## src/rtl/core/lhp_pkg.sv

```systemverilog
// Package for the latency histogram core: shared constants, codes and the
// command word passed from the front end to the back end. No dependencies.
`default_nettype none

package lhp_pkg;

  localparam int unsigned BUCKET_COUNT_DEF = 512;
  localparam int unsigned COUNT_WIDTH_DEF  = 32;
  localparam int unsigned BUCKET_MAX       = 4096;
  localparam int unsigned IDX_MAX_W        = $clog2(BUCKET_MAX);

  localparam logic [15:0] WIDTH_RESET = 16'd1000;

  localparam int unsigned RANK_SCALE_W = 17;
  localparam logic [RANK_SCALE_W-1:0] RANK_SCALE = 17'd100000;
  localparam logic [RANK_SCALE_W-1:0] RANK_K [4] = '{17'd50000, 17'd99000, 17'd99900,
                                                     17'd99990};

  localparam logic [1:0] FUNC_ADD = 2'd0;
  localparam logic [1:0] FUNC_RPT = 2'd1;
  localparam logic [1:0] FUNC_CLR = 2'd2;
  localparam logic [1:0] FUNC_RSV = 2'd3;

  typedef enum logic [1:0] {
    OP_ADD,
    OP_RPT,
    OP_CLR
  } op_e;

  typedef struct packed {
    op_e                  op;
    logic                 ovf;
    logic [IDX_MAX_W-1:0] idx;
  } cmd_t;

endpackage

`default_nettype wire

```

## src/rtl/core/lhp_fifo.sv

```systemverilog
// Two-entry command queue between front end and back end.
// Depends on lhp_pkg.
`default_nettype none

module lhp_fifo import lhp_pkg::*; (
  input  logic clk_i,
  input  logic rst_ni,
  input  cmd_t push_data_i,
  input  logic push_valid_i,
  output logic push_ready_o,
  output cmd_t pop_data_o,
  output logic pop_valid_o,
  input  logic pop_ready_i
);

  cmd_t       mem_q [2];
  logic       wp_q, rp_q;
  logic [1:0] cnt_q;
  logic       push, pop;

  assign push_ready_o = (cnt_q != 2'd2);
  assign pop_valid_o  = (cnt_q != 2'd0);
  assign pop_data_o   = mem_q[rp_q];
  assign push         = push_valid_i && push_ready_o;
  assign pop          = pop_valid_o && pop_ready_i;

  always_ff @(posedge clk_i) begin
    if (push) begin
      mem_q[wp_q] <= push_data_i;
    end
  end

  always_ff @(posedge clk_i or negedge rst_ni) begin
    if (!rst_ni) begin
      wp_q  <= 1'b0;
      rp_q  <= 1'b0;
      cnt_q <= 2'd0;
    end else begin
      if (push) begin
        wp_q <= ~wp_q;
      end
      if (pop) begin
        rp_q <= ~rp_q;
      end
      if (push && !pop) begin
        cnt_q <= cnt_q + 2'd1;
      end else if (pop && !push) begin
        cnt_q <= cnt_q - 2'd1;
      end
    end
  end

endmodule

`default_nettype wire

```

## config.mk

```make
export PLATFORM = sky130hd
export DESIGN_NAME = lhp_fifo
export DESIGN_NICKNAME = d
export VERILOG_FILES = /design/src/rtl/core/lhp_pkg.sv /design/src/rtl/core/lhp_fifo.sv
export SDC_FILE = /design/constraint.sdc
export NUM_CORES = 1
export LEC_CHECK = 0
export BUFFER_PORTS_ARGS = -buffer_cell sky130_fd_sc_hd__buf_2
export CAP_MARGIN = 20
export CORE_ASPECT_RATIO = 0.6
export CORE_MARGIN = 8
export CORE_UTILIZATION = 45
export CTS_BUF_LIST = sky130_fd_sc_hd__clkbuf_4 sky130_fd_sc_hd__clkbuf_8 sky130_fd_sc_hd__clkbuf_16
export DETAILED_ROUTE_END_ITERATION = 6
export PLACE_DENSITY = 0.7
export SLEW_MARGIN = 10
export SYNTH_ARGS = -nofsm -noshare
export SYNTH_HDL_FRONTEND = slang
export SYNTH_SLANG_ARGS = --single-unit
```

## constraint.sdc

```tcl
create_clock -name clk_i -period 2 [get_ports clk_i]
set_clock_uncertainty 0.1 [all_clocks]
set_input_delay 0.4 -clock clk_i [delete_from_list [all_inputs] [get_ports clk_i]]
set_output_delay 0.4 -clock clk_i [all_outputs]
set_load 0.005 [all_outputs]
```

## Yosys cells after proc, flatten, opt, wreduce, memory -nomap -nowiden

Memories as Yosys holds them, arrays and structs flattened.
Index checks and enable logic that the tools add are counted.

- Eq/ne operators: 1
- $add $sub $neg: 2
- Bitwise gates (word level): 2
- Reductions and logical operators: 8
- Mux-type cells: 4

Operators by type and width:

| kind | count |
|---|---|
| logical AND 1 bit | 4 |
| 2-to-1 mux 2 bit | 2 |
| nonzero test 2 bit | 2 |
| adder 2 x 1 -> 2 bit (second input constant) | 1 |
| logical NOT 1 bit | 2 |
| 2-to-1 mux 1 bit | 2 |
| inequality test 2 bit (second input constant) | 1 |
| inverter 1 bit | 2 |
| subtractor 2 x 1 -> 2 bit (second input constant) | 1 |

- Memories: 1
- Output and inout port bits: 17
- Bits of input ports: 19
- RAM bits: 30
- Register bits: 4
- Word-level logic and storage cells: 21

Memories:

| memory | words | bits a word | read ports | clocked after Yosys merged registers in | write ports | RTL line | source |
|---|---|---|---|---|---|---|---|
| mem_q | 2 | 15 | 1 | 0 | 1 | lhp_fifo.sv:16 | `cmd_t mem_q [2];` |

## Longest topological paths before layout

Gate-level depths: netlist of the first run.

- Word-level depth: 6
- Depth in mapped cells: 7
- Mapped depth without buffers: 7

## Least setup slack after synthesis of the first run

Ideal clock, no wire load.

- Kind: register to register
- From: reg cnt_q[0]
- To: mem mem_q[0][0] in the netlist's numbering, enable pin
- Data arrival time: 1302 ps
- Library setup time: 386 ps
- Path buffers: 0
- Required time: 1514 ps
- Period minus slack after synthesis: 1789 ps
- Cell stages (with the launch flop): 4
- Slack: 211 ps
- Cell sequence: dfrtp_1 > nand2b_1 > nand2_1 > nor2_1

- Cells in the longest elaborated chain, start to end: 4

RTL lines:

| element | RTL line | source |
|---|---|---|
| start: declaration | lhp_fifo.sv:18 | `logic [1:0] cnt_q;` |
| start signal: assignment | lhp_fifo.sv:46 | `cnt_q <= cnt_q + 2'd1;` |
| start signal: assignment | lhp_fifo.sv:48 | `cnt_q <= cnt_q - 2'd1;` |
| inequality test 2 bit | lhp_fifo.sv:21 | `assign push_ready_o = (cnt_q != 2'd2);` |
| net push_ready_o | lhp_fifo.sv:10 | `output logic push_ready_o,` |
| logical AND 1 bit | lhp_fifo.sv:24 | `assign push = push_valid_i && push_ready_o;` |
| 2-to-1 mux 1 bit | lhp_fifo.sv:28 | `if (push) begin` |
| 2-to-1 mux 1 bit (implied by the code) | lhp_fifo.sv:29 | `mem_q[wp_q] <= push_data_i;` |
| end: declaration | lhp_fifo.sv:16 |  |

The timed path passes the listed nets, and every way through them passes these cells.

==> results.ini, run 1 <==
[outcome]
status=complete, no violations

[grt]
grt_max_degree=16
grt_pass1_wl_um=3420
grt_use_total_pct=9.72
grt_overflow=0
antenna_found_initial=0
grt_pass1_vias=702

[yosys]
syn_area_per_cell_um2=20.5
ys_warn_count=0
ys_seq_area_share_pct=75.2
netlist_area_mm2=0.00133
synth-main-ff-cell=edfxtp_1
synth_cells=65
synthTopCellsByCount=edfxtp_1 (30), mux2_4 (9), mux2_2 (6), dfrtp_1 (4), xnor2_1 (3)
synth_area_leader_cell=edfxtp_1
yosysMostFrequentCell=edfxtp_1
yosysTopAreaCellShare_pct=67.7
synthesis.nets=85
async_flop_share_pct=11.8
synth_edf_count=30
yosys_register_bits=34
ys_types=16
ys_top_cells_by_area=edfxtp_1 (68%), mux2_4 (10%), dfrtp_1 (7.5%)

[pwr]
cellLeakagePower_nw=0.687
powerDensity_mw_per_mm2=1400
ir_drop_mv=0.578
total_power_mw=2.33

[timing]
slew_violations=0
setup_viol_count_final=0
slew_headroom_pct=85.5
worstMarginPinSlew_ns=0.217
min_period_over_period_pct=94.4
rsz0062_at_grt=no
layout_setup_ws_ns=0.111
hold_violations=0
timing.hold.ws_ns=0.204
fin_tns_setup_ns=0
fin_crit_ns=1.89
fmax_ghz=0.529

[worst_setup_path]
crit_path_max_fanout=14
startpoint_type=flop
slowest_stage=dfrtp_1
cp_cell_sequence=buf_6 > mux2_2 > buf_2
worstSetupPathType=reg -> out
arrival_ns=1.39
cp-end-kind=output port
rrSetupSlack_ns=0.46
crit_start=rp_q
reg2reg_from=cnt_q[0]
max_stage_delay_ns=0.40
required_ns=1.50

[cts]
clock_sinks=34
cts_tree=built
clkLatencyLatePin_ns=0.28
path_clk_slew_ns=0.06
clock_path_buffers=2
h-tree-depth=2
numCtsBuffers=5
cts.root.buffer_cell=clkbuf_8
cts_setup_buffers=0

[placed_design]
port_buffers=35
dpl-instance-area_mm2=0.00156
dp_slack_ns=0.348
placed_cells=144
place.gp.congestion=0.645

[finish]
num_antenna_cells=0
nFillCells=242
area_growth_pct=25.2
finalInstanceArea_mm2=0.00167
layout.nets=130
multi_input_area_um2=295
register_area_mm2=0.00100
fin_util_pct=58.4
stdcell_count=153
drive_gt1_share_pct=56.8

[die]
die_w_um=86.2
die_area_mm2=0.00501
placementRows=15
coreArea_mm2=0.00285
pin_count=36
start_util_pct=46.7
fp.dieH_um=58.1

[detailed_routing]
post_drt_wl_per_cell_um=14.7
drt_iter0_markers=23
dr.pass1.iters=4
postRouteAntennaNets=0
routed_via_density=4.56
dr_total_vias=697
routed_wirelength_um=2250
drc=0

[run]
cap_violations=0

[worst_hold_path]
holdCritPathClass=in -> reg
hp-start=push_data_i[0]

worst max-delay path, delay by kind of cell, from the launching register on:
family / cells / cell delay [ns]
flops: 1 / 0.40
mux: 1 / 0.35
buf+inv: 2 / 0.36
cells by family (layout without fill, tap and decap cells):
kind of cell | after synthesis | count (layout) | synth area share [%]
flip-flops | 34 | 34 | 75.2
XOR/XNOR | 5 | 5 | 3.29
multiplexers | 15 | 15 | 15.2
adder cells (fa/ha/maj) | 1 | 1 | 0.940
AND/OR/NAND/NOR | 7 | 7 | 2.73
buffers and inverters | 3 | 49 | 2.63
routing by layer:
metal | GRT usage, % | share of wire, %
met1 | 9.71 | 42
met2 | 14.7 | 46
met3 | 7.61 | 11
met4 | 4.38 | 0.67
met5 | 0 | 0
cells in the final DEF, fill, tap and decap left out:
cell           instances
dfrtp_1                4
buf_4                  3
or2_1                  1
xnor2_1                3
inv_1                  1
edfxtp_1              30
clkinv_2               1
nand2_1                1
ha_1                   1
clkbuf_4               1
mux2_2                 6
xor2_1                 2
nand2_2                1
nor2_1                 2
nand2b_1               1
buf_2                 35
buf_6                  1
mux2_4                 9
dlygate4sd3_1          1
clkbuf_8               6
and3_1                 1
final cells by class:
type,instances,share of cell area [%]
flip-flops and latches,34,60.1
multi-input cells,28,17.7
repair buffers,40,13.1
clock buffers,7,5.41
well taps,42,3.15
clock inverters,1,0.300
inverters,1,0.225
path summary, 6_finish.rpt:
check,endpoint,cells after the start
setup reg to reg,cnt_q[1],7
hold reg to reg,cnt_q[1],1
min in group asynchronous,rp_q,2
setup / recovery,pop_data_o[11],3
hold / removal,mem_q[0][0],1
max in group asynchronous,wp_q,2
power by group:
part           internal, mW  switching [mW]
logic                 0.427           0.341
registers             0.983          0.0707
clock network         0.291           0.223
total                  1.70           0.634
sequential cells by signal, indices dropped and copies added, names as in the netlist:
name   cells
rp_q       1
mem_q     30
wp_q       1
cnt_q      2
repair_timing:
item,4_1_cts,5_1_grt
hold buffers,1,0
gates resized for setup,0,1
endpoints found under the setup margin,0,5
hold endpoints to repair,4,0
Note: power is estimated with default switching activity, not from simulation.
==> inputs of run 2 (changes only) <==
- GPL_TIMING_DRIVEN: default -> 0
==> run 2 against run 1 <==
Cell count fell by 1.3%. Routed wire length rose by 2.3%. Critical path depth rose by 1. Via count fell by 0.72%. Clock power barely moved. Largest power group unchanged. Flip-flop and latch count did not move. First-iteration DRC count fell by 4.3%. Non-clock buffer count fell by 2. Worst setup slack improved by 0.021 ns. Largest cell class unchanged. Utilization fell by 0.13 points. Worst hold slack improved by 0.0011 ns.
==> results.ini, run 2 (synthesis gave the netlist of run 1 again) <==
[timing]
hold_violations=0  ; unchanged
worstMarginPinSlew_ns=0.770  ; +0.553 ns
fmax_ghz=0.535  ; +1.1%
min_period_over_period_pct=93.4  ; -1.0 points
setup_viol_count_final=0  ; unchanged
fin_tns_setup_ns=0  ; unchanged
slew_headroom_pct=48.6  ; -37 points
fin_crit_ns=1.87  ; -0.0209 ns
rsz0062_at_grt=no
slew_violations=0  ; unchanged

[worst_setup_path]
crit_path_max_fanout=10  ; -4
arrival_ns=1.37  ; -0.02 ns
cp-end-kind=output port
reg2reg_depth=3  ; -4
worstSetupPathType=reg -> out
r2r-end=mem_q[0][13]
startpoint_type=flop
max_stage_delay_ns=0.37  ; -0.03 ns
rrSetupSlack_ns=0.22  ; -0.24 ns
slowest_stage=dfrtp_1
required_ns=1.50  ; about the same
cp_cell_sequence=buf_6 > buf_12 > mux2_4 > buf_2
reg2reg_from=cnt_q[0]

[detailed_routing]
routed_via_density=4.58  ; +0.60%
routed_wirelength_um=2300  ; +2.3%
drt_iter0_markers=22  ; -4.3%
maxUsedRoutingLayer=met4
dr.pass1.iters=4  ; unchanged
wl_met2_um=1040  ; +0.58%
drc=0  ; unchanged
dr_total_vias=692  ; -0.72%
wl_met1_um=967  ; +1.4%
postRouteAntennaNets=0  ; unchanged
post_drt_wl_per_cell_um=15.3  ; +3.7%
wl_met3_um=263  ; +6.9%

[grt]
grt_max_degree=16  ; unchanged
grt_pass1_vias=715  ; +1.9%
grt_overflow=0  ; unchanged
grt_pass1_wl_um=3460  ; +1.2%
antenna_found_initial=0  ; unchanged
grt_use_total_pct=9.65  ; -0.079 points

[finish]
finalInstanceArea_mm2=0.00166  ; -0.23%
num_antenna_cells=0  ; unchanged
area_growth_pct=24.9
largest_reg_flops=30  ; unchanged
max_flop_register=mem_q
most-common-layout-cells=buf_2 (35), edfxtp_1 (30), mux2_4 (9), mux2_2 (6), clkbuf_8 (5)
layout.nets=128  ; -1.5%
layout.cells.most_common=buf_2
top_regs=mem_q x30, cnt_q x2
drive_gt1_share_pct=56.9  ; +0.12 points

[worst_hold_path]
holdPathStages=1  ; unchanged
min_to=mem_q[1][1]
hp-start=push_data_i[1]
holdCritPathClass=in -> reg

[pwr]
cellLeakagePower_nw=0.679  ; -1.2%
powerDensity_mw_per_mm2=1420  ; +1.3%
ir_drop_mv=0.675  ; +17%

[outcome]
status=complete, no violations

[cts]
cts.root.buffer_cell=clkbuf_8
clkLatencyLatePin_ns=0.28  ; about the same
clock_sinks=34  ; unchanged
h-tree-depth=2  ; unchanged
cts_setup_buffers=0  ; unchanged
numCtsBuffers=5  ; unchanged
cts_tree=built
clock_path_buffers=2  ; unchanged
path_clk_slew_ns=0.06  ; about the same

[die]
pin_count=36  ; unchanged
fp.dieH_um=58.1  ; unchanged
die_w_um=86.2  ; unchanged
placementRows=15  ; unchanged
start_util_pct=46.7  ; unchanged
coreArea_mm2=0.00285  ; unchanged
die_area_mm2=0.00501  ; unchanged

[placed_design]
place.gp.congestion=0.636  ; -1.4%
dpl-instance-area_mm2=0.00156  ; +0.24%
port_buffers=35  ; unchanged
dp_hpwl_um=1640

[run]
cap_violations=0  ; unchanged

## run 2: changes by cell type in the layout (fill, tap and decap cells not counted)
cell | previous run | this run
buf_12 | 0 | 1
nor2_1 | 2 | 1
nor2_2 | 0 | 1
clkbuf_4 | 1 | 3
clkbuf_8 | 6 | 5
clkinv_2 | 1 | 0
buf_4 | 3 | 0
## run 2: worst max-delay path, delay by kind of cell (launching register included)
kind                   cells  cell delay [ns]
buffers and inverters      3             0.42
DFF                        1             0.37
muxes                      1             0.30
## run 2: what timing repair did
item / in CTS / in global routing
gates resized for setup: 0 / 0
hold endpoints to repair: 4 / 0
hold buffers: 1 / 0
endpoints found under the setup margin: 0 / 0
## run 2: how the worst max path moves through the flow
stage / from / endpoint / slack (ns) / depth (start not counted)
2_1_floorplan: cnt_q[0] / mem_q[0][0] / 0.21 / 3
3_3_place_gp: cnt_q[0] / mem_q[0][6] / -0.16 / 3
3_5_place_dp: cnt_q[0] / mem_q[0][5] / 0.19 / 3
4_1_cts: rp_q / pop_data_o[2] / 0.12 / 4
5_1_grt: rp_q / pop_data_o[5] / 0.1 / 4
6_report: rp_q / pop_data_o[2] / 0.13 / 4
## run 2: metal layers
layer | up-vias | global-route usage [%]
met4 | 0 | 4.38
met5 | - | 0
met3 | 5 | 6.34
met1 | 333 | 9.91
met2 | 28 | 15.2
li1 | 326 | -
## run 2: where the power goes
group          leakage, nW  internal [mW]  switching (mW)
Combinational        0.303          0.442           0.356
Sequential           0.325          0.986          0.0668
Clock               0.0498          0.288           0.223
## run 2: metrics by stage
stage               hold slack, ns  utilization, %  setup slack (ns)  std cells  power [mW]
global route                 0.195            58.3            0.0960        151        2.49
CTS                          0.198            58.3             0.116        151        2.41
detailed placement           0.111            54.7             0.187        142        1.89
floorplan                  0.00441               -             0.211         65        1.60
global placement             0.107            54.6            -0.162        142        1.86
finish                       0.206            58.3             0.132        151        2.36
## run 2: cell type report
class                   instances  area, um^2
inverters                       1        3.75
flip-flops and latches         34        1000
repair buffers                 36         185
multi-input cells              28         298
clock buffers                   8        91.3
plain buffers                   2        31.3
fillers                       230        1190
well taps                      42        52.6
