$ cat src/rtl/core/lhp_pkg.sv
// Package for the latency histogram core: shared constants, codes and the
// command word passed from the front end to the back end. No dependencies.
`default_nettype none

package lhp_pkg;

  localparam int unsigned BUCKET_COUNT_DEF = 512;
  localparam int unsigned COUNT_WIDTH_DEF  = 32;
  localparam int unsigned BUCKET_MAX       = 4096;
  localparam int unsigned IDX_MAX_W        = $clog2(BUCKET_MAX);

  localparam logic [15:0] WIDTH_RESET = 16'd1000;

  localparam int unsigned RANK_SCALE_W = 17;
  localparam logic [RANK_SCALE_W-1:0] RANK_SCALE = 17'd100000;
  localparam logic [RANK_SCALE_W-1:0] RANK_K [4] = '{17'd50000, 17'd99000, 17'd99900,
                                                     17'd99990};

  localparam logic [1:0] FUNC_ADD = 2'd0;
  localparam logic [1:0] FUNC_RPT = 2'd1;
  localparam logic [1:0] FUNC_CLR = 2'd2;
  localparam logic [1:0] FUNC_RSV = 2'd3;

  typedef enum logic [1:0] {
    OP_ADD,
    OP_RPT,
    OP_CLR
  } op_e;

  typedef struct packed {
    op_e                  op;
    logic                 ovf;
    logic [IDX_MAX_W-1:0] idx;
  } cmd_t;

endpackage

`default_nettype wire

$ cat src/rtl/core/lhp_if.sv
// Channel interfaces of the latency histogram core: input words, result
// words and the width register write channel. No dependencies.
`default_nettype none

interface lhp_in_if;
  logic               valid;
  logic               ready;
  logic [1:0]         func;
  logic signed [31:0] sample_ns;
  modport source (output valid, func, sample_ns, input ready);
  modport sink (input valid, func, sample_ns, output ready);
endinterface


`default_nettype wire

$ cat src/rtl/core/lhp_front.sv
// Front end: accept input words, divide samples by the bucket width and
// issue commands to the queue. Depends on lhp_pkg and lhp_if.
`default_nettype none

module lhp_front import lhp_pkg::*; #(
  parameter int unsigned BucketCount = BUCKET_COUNT_DEF
) (
  input  logic        clk_i,
  input  logic        rst_ni,
  lhp_in_if.sink      in_i,
  input  logic [15:0] width_i,
  input  logic        init_busy_i,
  output cmd_t        cmd_o,
  output logic        cmd_valid_o,
  input  logic        cmd_ready_i
);

  localparam int unsigned BIDX_W = $clog2(BucketCount);

  localparam logic [1:0] F_IDLE = 2'd0;
  localparam logic [1:0] F_DIV  = 2'd1;
  localparam logic [1:0] F_PUSH = 2'd2;

  logic [1:0]  state_q;
  logic [30:0] num_q, quot_q;
  logic [15:0] rem_q;
  logic [4:0]  step_q;
  logic        accept;
  logic [16:0] trial;
  logic        ge;
  logic        is_ovf;

  assign in_i.ready = (state_q == F_IDLE) && !init_busy_i && cmd_ready_i;
  assign accept     = in_i.valid && in_i.ready;
  assign trial      = {rem_q, num_q[30]};
  assign ge         = (trial >= {1'b0, width_i});
  assign is_ovf     = (quot_q >= 31'(BucketCount));

  always_comb begin
    cmd_o.op    = OP_ADD;
    cmd_o.ovf   = is_ovf;
    cmd_o.idx   = IDX_MAX_W'(quot_q[BIDX_W-1:0]);
    cmd_valid_o = 1'b0;
    if (state_q == F_PUSH) begin
      cmd_valid_o = 1'b1;
    end else if (accept) begin
      case (in_i.func)
        FUNC_RPT: begin
          cmd_o.op    = OP_RPT;
          cmd_valid_o = 1'b1;
        end
        FUNC_CLR: begin
          cmd_o.op    = OP_CLR;
          cmd_valid_o = 1'b1;
        end
        default: cmd_valid_o = 1'b0;
      endcase
    end
  end

  always_ff @(posedge clk_i or negedge rst_ni) begin
    if (!rst_ni) begin
      state_q <= F_IDLE;
      num_q   <= '0;
      quot_q  <= '0;
      rem_q   <= '0;
      step_q  <= '0;
    end else begin
      unique case (state_q)
        F_IDLE: begin
          if (accept && in_i.func == FUNC_ADD && !in_i.sample_ns[31]) begin
            num_q   <= in_i.sample_ns[30:0];
            quot_q  <= '0;
            rem_q   <= '0;
            step_q  <= '0;
            state_q <= F_DIV;
          end
        end
        F_DIV: begin
          num_q  <= {num_q[29:0], 1'b0};
          quot_q <= {quot_q[29:0], ge};
          rem_q  <= ge ? 16'(trial - {1'b0, width_i}) : trial[15:0];
          step_q <= step_q + 5'd1;
          if (step_q == 5'd30) begin
            state_q <= F_PUSH;
          end
        end
        F_PUSH: begin
          if (cmd_ready_i) begin
            state_q <= F_IDLE;
          end
        end
        default: state_q <= F_IDLE;
      endcase
    end
  end

endmodule

`default_nettype wire

$ cat src/flat_wrapper.sv
// flat-port wrapper written by rule: the top's interface ports become plain ports
module lhp_front_flat import lhp_pkg::*;
#(
  parameter int unsigned BucketCount = BUCKET_COUNT_DEF
)
  (clk_i, rst_ni, width_i, init_busy_i, cmd_o, cmd_valid_o, cmd_ready_i, in_i_valid, in_i_func, in_i_sample_ns, in_i_ready);
  lhp_in_if in_i_i ();
  input  logic clk_i;
  input  logic rst_ni;
  input  logic [15:0] width_i;
  input  logic init_busy_i;
  output cmd_t cmd_o;
  output logic cmd_valid_o;
  input  logic cmd_ready_i;
  input wire logic [$bits(in_i_i.valid)-1:0] in_i_valid;
  input wire logic [$bits(in_i_i.func)-1:0] in_i_func;
  input wire logic [$bits(in_i_i.sample_ns)-1:0] in_i_sample_ns;
  output wire logic [$bits(in_i_i.ready)-1:0] in_i_ready;
  assign in_i_i.valid = in_i_valid;
  assign in_i_i.func = in_i_func;
  assign in_i_i.sample_ns = in_i_sample_ns;
  assign in_i_ready = in_i_i.ready;
  lhp_front #(.BucketCount(BucketCount)) u_core (.clk_i(clk_i), .rst_ni(rst_ni), .in_i(in_i_i), .width_i(width_i), .init_busy_i(init_busy_i), .cmd_o(cmd_o), .cmd_valid_o(cmd_valid_o), .cmd_ready_i(cmd_ready_i));
endmodule
$ cat config.mk
export PLATFORM = sky130hd
export DESIGN_NAME = lhp_front_flat
export DESIGN_NICKNAME = d
export VERILOG_FILES = /design/src/rtl/core/lhp_pkg.sv /design/src/rtl/core/lhp_if.sv /design/src/rtl/core/lhp_front.sv /design/src/flat_wrapper.sv
export SDC_FILE = /design/constraint.sdc
export NUM_CORES = 1
export LEC_CHECK = 0
export ABC_AREA = 1
export BUFFER_PORTS_ARGS = -buffer_cell sky130_fd_sc_hd__buf_4
export CAP_MARGIN = 10
export CELL_PAD_IN_SITES_DETAIL_PLACEMENT = 0
export CELL_PAD_IN_SITES_GLOBAL_PLACEMENT = 2
export CORE_ASPECT_RATIO = 1.2
export CORE_UTILIZATION = 37
export DETAILED_ROUTE_END_ITERATION = 10
export PLACE_DENSITY_LB_ADDON = 0.1
export SLEW_MARGIN = 20
export SYNTH_ARGS = -nofsm -noshare
export SYNTH_HDL_FRONTEND = slang
export SYNTH_SLANG_ARGS = --single-unit
$ cat constraint.sdc
create_clock -name clk_i -period 3.7 [get_ports clk_i]
set_input_delay 0.74 -clock clk_i [delete_from_list [all_inputs] [get_ports clk_i]]
set_output_delay 0.74 -clock clk_i [all_outputs]
set_load 0.01 [all_outputs]
# Word-level counts from Yosys, hierarchy flattened
# Cells that the tools add are included.
totals:
  ff_bits: 85
  latch_bits: 0
  ram_bits: 0
  romBits: 0
  input_bits: 55
  out_inout_bits: 17
  elab_cells: 49
  memories: 0
classes:
  n_addsub: 2
  multipliers: 0
  div_mod_pow: 0
  magnitude_cmp: 2
  n_eq_ne: 8
  n_shift: 0
  mux: 19
  n_bitwise: 0
  reduce_logical: 13
op_table:
  columns: ["operator", "n"]
  rows:
  - ["$pmux 31 s2", 2]
  - ["$mux 31", 2]
  - ["$mux 16", 2]
  - ["$pmux 16 s2", 1]
  - ["$ge 31x10->1 const B", 1]
  - ["$ge 17x16->1", 1]
  - ["$sub 16x16->16", 1]
  - ["$mux 2", 5]
  - ["$pmux 5 s2", 1]
  - ["$pmux 2 s3", 1]
  - ["$add 5x1->5 const B", 1]
  - ["$eq 5x5->1 const B", 1]
  - ["$logic_and 1x1->1", 5]
  - ["$mux 5", 1]
  - ["$eq 2x1->1 const B", 2]
  - ["$eq 2x2->1 const B", 2]
  - ["$logic_not 2->1", 2]
  - ["$ne 2x2->1 const B", 2]
  - ["$pmux 2 s2", 1]
  - ["$mux 1", 3]
  - ["$reduce_and 3->1", 1]
  - ["$logic_not 1->1", 2]
  - ["$ne 2x1->1 const B", 1]
  - ["$reduce_and 2->1", 1]
  - ["other kinds (2)", 2]

# Logic depth before layout (Yosys ltp)
depth:
  depth_word: 8
  mapped_depth: 14
  mapped_depth_nobuf: 14

# Least setup slack after synthesis
# OpenSTA, ideal clock, no wires.
synth_timing:
  path_kind: "input-to-reg"
  startpoint: "input port width_i[12]"
  endpoint: "register u_core.rem_q[3]"
  setup_ps: 126
  t_arrival_ps: 2010
  required_ps: 3574
  setup_slack_ps: 1564
  cell_stages: 13
  n_path_buf: 1
  path_cell_list: "inv_1 -> ha_1 -> nand2_2 -> inv_1 -> nand2_1 -> nand2_1 -> nand2_1 -> nand2_1 -> nor2_4 -> buf_4 -> nand3_1 -> nand3_1 -> o21ai_0"
synth_via:
  elab_chain_len: 3
synth_lines:
  columns: ["item", "line_no", "rtl"]
  rows:
  - ["start: declaration", "flat_wrapper.sv:10", "input logic [15:0] width_i;"]
  - ["$ge 17x16->1", "lhp_front.sv:36", "assign ge = (trial >= {1'b0, width_i});"]
  - ["$mux 16", "lhp_front.sv:82", "rem_q <= ge ? 16'(trial - {1'b0, width_i}) : trial[15:0];"]
  - ["$pmux 16 s2", "lhp_front.sv:69", "unique case (state_q)"]
  - ["end signal: assignment", "lhp_front.sv:82", null]
  - ["end: declaration", "lhp_front.sv:26", "logic [15:0] rem_q;"]
# Every way passes these cells.
# A chain may end at the register's enable or synchronous reset.

==> impl_results.rst <==
.. list-table::
   :header-rows: 1

   * - Metric
     - Value
   * - Detailed Route WL
     - 12.2 mm
   * - Die span in x
     - 111 um
   * - # rows
     - 47
   * - Number of cells in the finished layout apart from fillers
     - 904
   * - Switching power
     - 2.29 mW
   * - Global routing usage summed across all routing layers
     - 0.176
   * - Congestion Overflow GR
     - 0
   * - Remaining antenna violation count
     - 0
   * - Iter 0 DRT Violations
     - 210
   * - Cell type of the slowest stage on the worst timing path
     - sky130_fd_sc_hd__nor4_1
   * - DRC
     - 8
   * - Type of the worst setup path
     - reg -> out
   * - Transition time at the pin with the least slew margin
     - 842 ps
   * - Worst slack on hold paths
     - 376 ps
   * - Warnings from Yosys
     - 0
   * - Number of setup buffers added after CTS
     - 0
   * - Kind of cell with the highest combined delay on the critical path
     - simple AND/OR/NAND/NOR gates
   * - Element type at the critical path end
     - primary output
   * - Cell-internal power
     - 3.00 mW
   * - Cell count after synthesis
     - 682
   * - Total count of max-transition violations in the final report
     - 0
   * - Synthesized area per cell
     - 7.77 sq um
   * - Share of power burned in combinational logic
     - 0.513
   * - Part of the Yosys area used for sequential elements
     - 0.401
   * - Post-synthesis async set-or-reset flop share
     - 1.00
   * - Worst vdd ir
     - 0.364 mV
   * - MaxCap Viol Count
     - 0
   * - TritonCTS clock tree
     - built
   * - Number of buffers added to fix hold violations after cts
     - 0
   * - Area of the die
     - 14800 sq um
   * - Leak
     - 3.24 nW
   * - Worst Path Required
     - 2960 ps
   * - Worst path bufs/invs
     - 2
   * - Sum Neg Setup Slack
     - 0 ps
   * - Outcome
     - complete, but fails checks
   * - GPL Wtd Cong
     - 0.790
   * - Violations in the final reports
     - DRC
   * - Relative contribution of sequential cells to total power
     - 0.286
   * - Maximum fanout encountered on the critical timing path
     - 3
   * - Placed wire-length estimate
     - 9.02 mm
   * - Synthesis-to-finish area growth
     - 16.7%
   * - Via count of the routed design
     - 4371
   * - Avg Vias per Cell
     - 4.84
   * - Total power density per cell area
     - 855 nW/um^2
   * - Quantity of I/O buffers inserted on ports
     - 68
   * - Ordered list of cells on the worst path
     - inv_1 -> nand4_1 -> nor4_1 -> nand4_1 -> buf_4
   * - Highest clock rate
     - 0.420 GHz
   * - Wire length of the first global-routing pass
     - 20.7 mm
   * - Clock network fraction of design power
     - 0.200
   * - Clock-pin slew on the worst setup and hold paths
     - 60 ps
   * - Number of antenna repair diodes
     - 0
   * - Fin Clk Skew
     - 6.91 ps
   * - Number of buffers added by the clock tree synthesis step
     - 9
   * - Clock insertion delay at the later pin of the skew report
     - 340 ps
   * - Clk sinks
     - 85
   * - Slowest cell delay on critical path
     - 420 ps
   * - Hold violation count in the final report
     - 0
   * - Most common cell type on the critical path
     - sky130_fd_sc_hd__nand4_1
   * - Maximum count of clock buffers along a single path
     - 2
   * - Vias in the first global route
     - 4302
   * - Number of levels the H-tree was split into
     - 3
   * - Number of library cell types mapped by synthesis
     - 37
   * - Total of flip-flops plus latches after synthesis
     - 85
   * - Final clock period utilization by the worst path
     - 0.643
   * - Hold Crit Class
     - in -> async
   * - Cells resized by post-CTS repair
     - 0
   * - Switching share of power
     - 0.432
   * - Worst max-slew margin expressed relative to the limit
     - 0.439
   * - Average wire per cell in the routed design
     - 13.5 um
   * - Top_reg_cell synth
     - sky130_fd_sc_hd__dfrtp_1
   * - Cell total after placement
     - 888
   * - Critical path origin
     - u_core.quot_q[19]
   * - TritonRoute pass-1 iters
     - 7
   * - Count of boundary I/O pins
     - 72
   * - Fraction of final layout cells sized beyond drive strength 1
     - 0.188
   * - Data arrival time of the critical path
     - 1640 ps
   * - Final setup violating endpoints
     - 0
   * - Post-route minimum period
     - 2380 ps
   * - Initial cell density of the core
     - 0.382
   * - Cell area after synthesis
     - 5300 sq um
   * - Library cell used as clock root buffer
     - sky130_fd_sc_hd__clkbuf_16
   * - Die Y
     - 133 um
   * - Nets@finish
     - 805
   * - Nature of the critical path startpoint
     - flop
   * - Core area
     - 13900 sq um
   * - Maximum number of pins on one net before global-route repair
     - 80
   * - Antenna violations before repair
     - 0
   * - Number of synthesized flops with an enable pin
     - 0
   * - Setup repair after global routing missed its margin
     - false
   * - Reg2reg start
     - u_core.rem_q[12]
## synth_stat cells (all sizes together), types with 5 or more instances
library cell | n | share of area
nand2 | 172 | 0.13
inv | 147 | 0.10
dfrtp | 85 | 0.40
nand3 | 49 | 0.052
o21ai | 44 | 0.049
buf | 33 | 0.045
o22ai | 31 | 0.037
o211ai | 30 | 0.052
nor2 | 24 | 0.024
ha | 21 | 0.050
nand4 | 11 | 0.013
a21oi | 6 | 0.0057
clkbuf | 6 | 0.0042
nand3b | 5 | 0.0071
xnor2 | 5 | 0.0083
## stage by stage
| step | util | total power, mW | setup slack [ps] | area [sq um] |
|---|---|---|---|---|
| finish | 0.446 | 5.29 | 1320 | 6180 |
| global route | 0.446 | 5.80 | 1190 | 6180 |
| CTS | 0.446 | 5.37 | 1310 | 6180 |
| detailed placement | 0.420 | 4.27 | 1040 | 5820 |
| global placement | 0.420 | 4.25 | 1070 | 5820 |
| floorplan | - | 3.72 | 1560 | 5310 |
## path summary, 6_finish.rpt
check / end / slack (ps) / depth (start not counted)
max in group asynchronous: u_core.rem_q[4] / 2580 / 2
worst max register to register: u_core.rem_q[13] / 1510 / 11
worst min-delay path: u_core.num_q[12] / 380 / 1
worst min register to register: u_core.rem_q[15] / 510 / 2
min in group clk_i: u_core.rem_q[15] / 510 / 2
worst max-delay path: cmd_o[12] / 1320 / 5
## power groups by stage
stage                     Sequential, mW  Combinational, mW  Clock, mW
after CTS                           1.52               2.76       1.09
after detailed placement            1.53               2.74          0
final                               1.51               2.72       1.06
after global routing                1.56               3.11       1.13
after floorplan                     1.46               2.26          0
after global placement              1.52               2.72          0
## flip-flops by register name, indices dropped and copies added, names as in the netlist
name	count
u_core.num_q	31
u_core.quot_q	31
u_core.rem_q	16
u_core.state_q	2
u_core.step_q	5
## worst register-to-register path: stages (launching register included)
cell	delay [ps]
sky130_fd_sc_hd__dfrtp_1	430
sky130_fd_sc_hd__ha_1	360
sky130_fd_sc_hd__nand2_1	190
sky130_fd_sc_hd__nor2_1	70
sky130_fd_sc_hd__nand2_1	60
sky130_fd_sc_hd__nand2_1	90
sky130_fd_sc_hd__nor2_4	360
sky130_fd_sc_hd__nand2_4	230
sky130_fd_sc_hd__nand2_1	140
sky130_fd_sc_hd__nand2_1	60
sky130_fd_sc_hd__nand2_1	50
sky130_fd_sc_hd__nand2_1	40
## logic make-up after synthesis
| group | share of synthesized area |
|---|---|
| adder cells (fa/ha/maj) | 0.0534 |
| XOR/XNOR | 0.0132 |
| AO/OA/AOI/OAI | 0.145 |
| AND/OR/NAND/NOR | 0.233 |
| other | 0.000708 |
| buffers and inverters | 0.154 |
| flip-flops | 0.401 |
## cell usage in the layout, fill, tap and decap left out, drive strengths merged
cell type	synthesis	final
bufinv	0	3
xnor2	5	5
dfrtp	85	85
nand3b	5	5
inv	147	147
nand4	11	11
nand2	172	172
a21oi	6	6
nor4	2	2
clkinv	0	1
o31ai	1	1
buf	33	72
xor2	3	3
or2	1	1
o21ai	44	44
o22ai	31	31
ha	21	21
nor2	24	24
o211ai	30	30
and2	1	1
nand3	49	49
conb	1	3
fa	1	1
clkbuf	6	11
clkinvlp	0	1
nor3	3	3
## routing by layer
layer | share of wire | vias to the layer above | global-route usage
met5 | 0 | - | 0
met1 | 0.43 | 2039 | 0.211
met2 | 0.52 | 69 | 0.318
li1 | - | 2247 | -
met3 | 0.030 | 16 | 0.0314
met4 | 0.017 | 0 | 0.0563
## layout make-up
class                   instances  area, sq um
clock buffers                  11          253
inverters                     147          552
clock inverters                 5          106
fillers                      1410         7690
flip-flops and latches         85         2130
repair buffers                 72          553
well taps                     171          214
multi-input cells             413         2380
(Power assumes the default switching activity.)
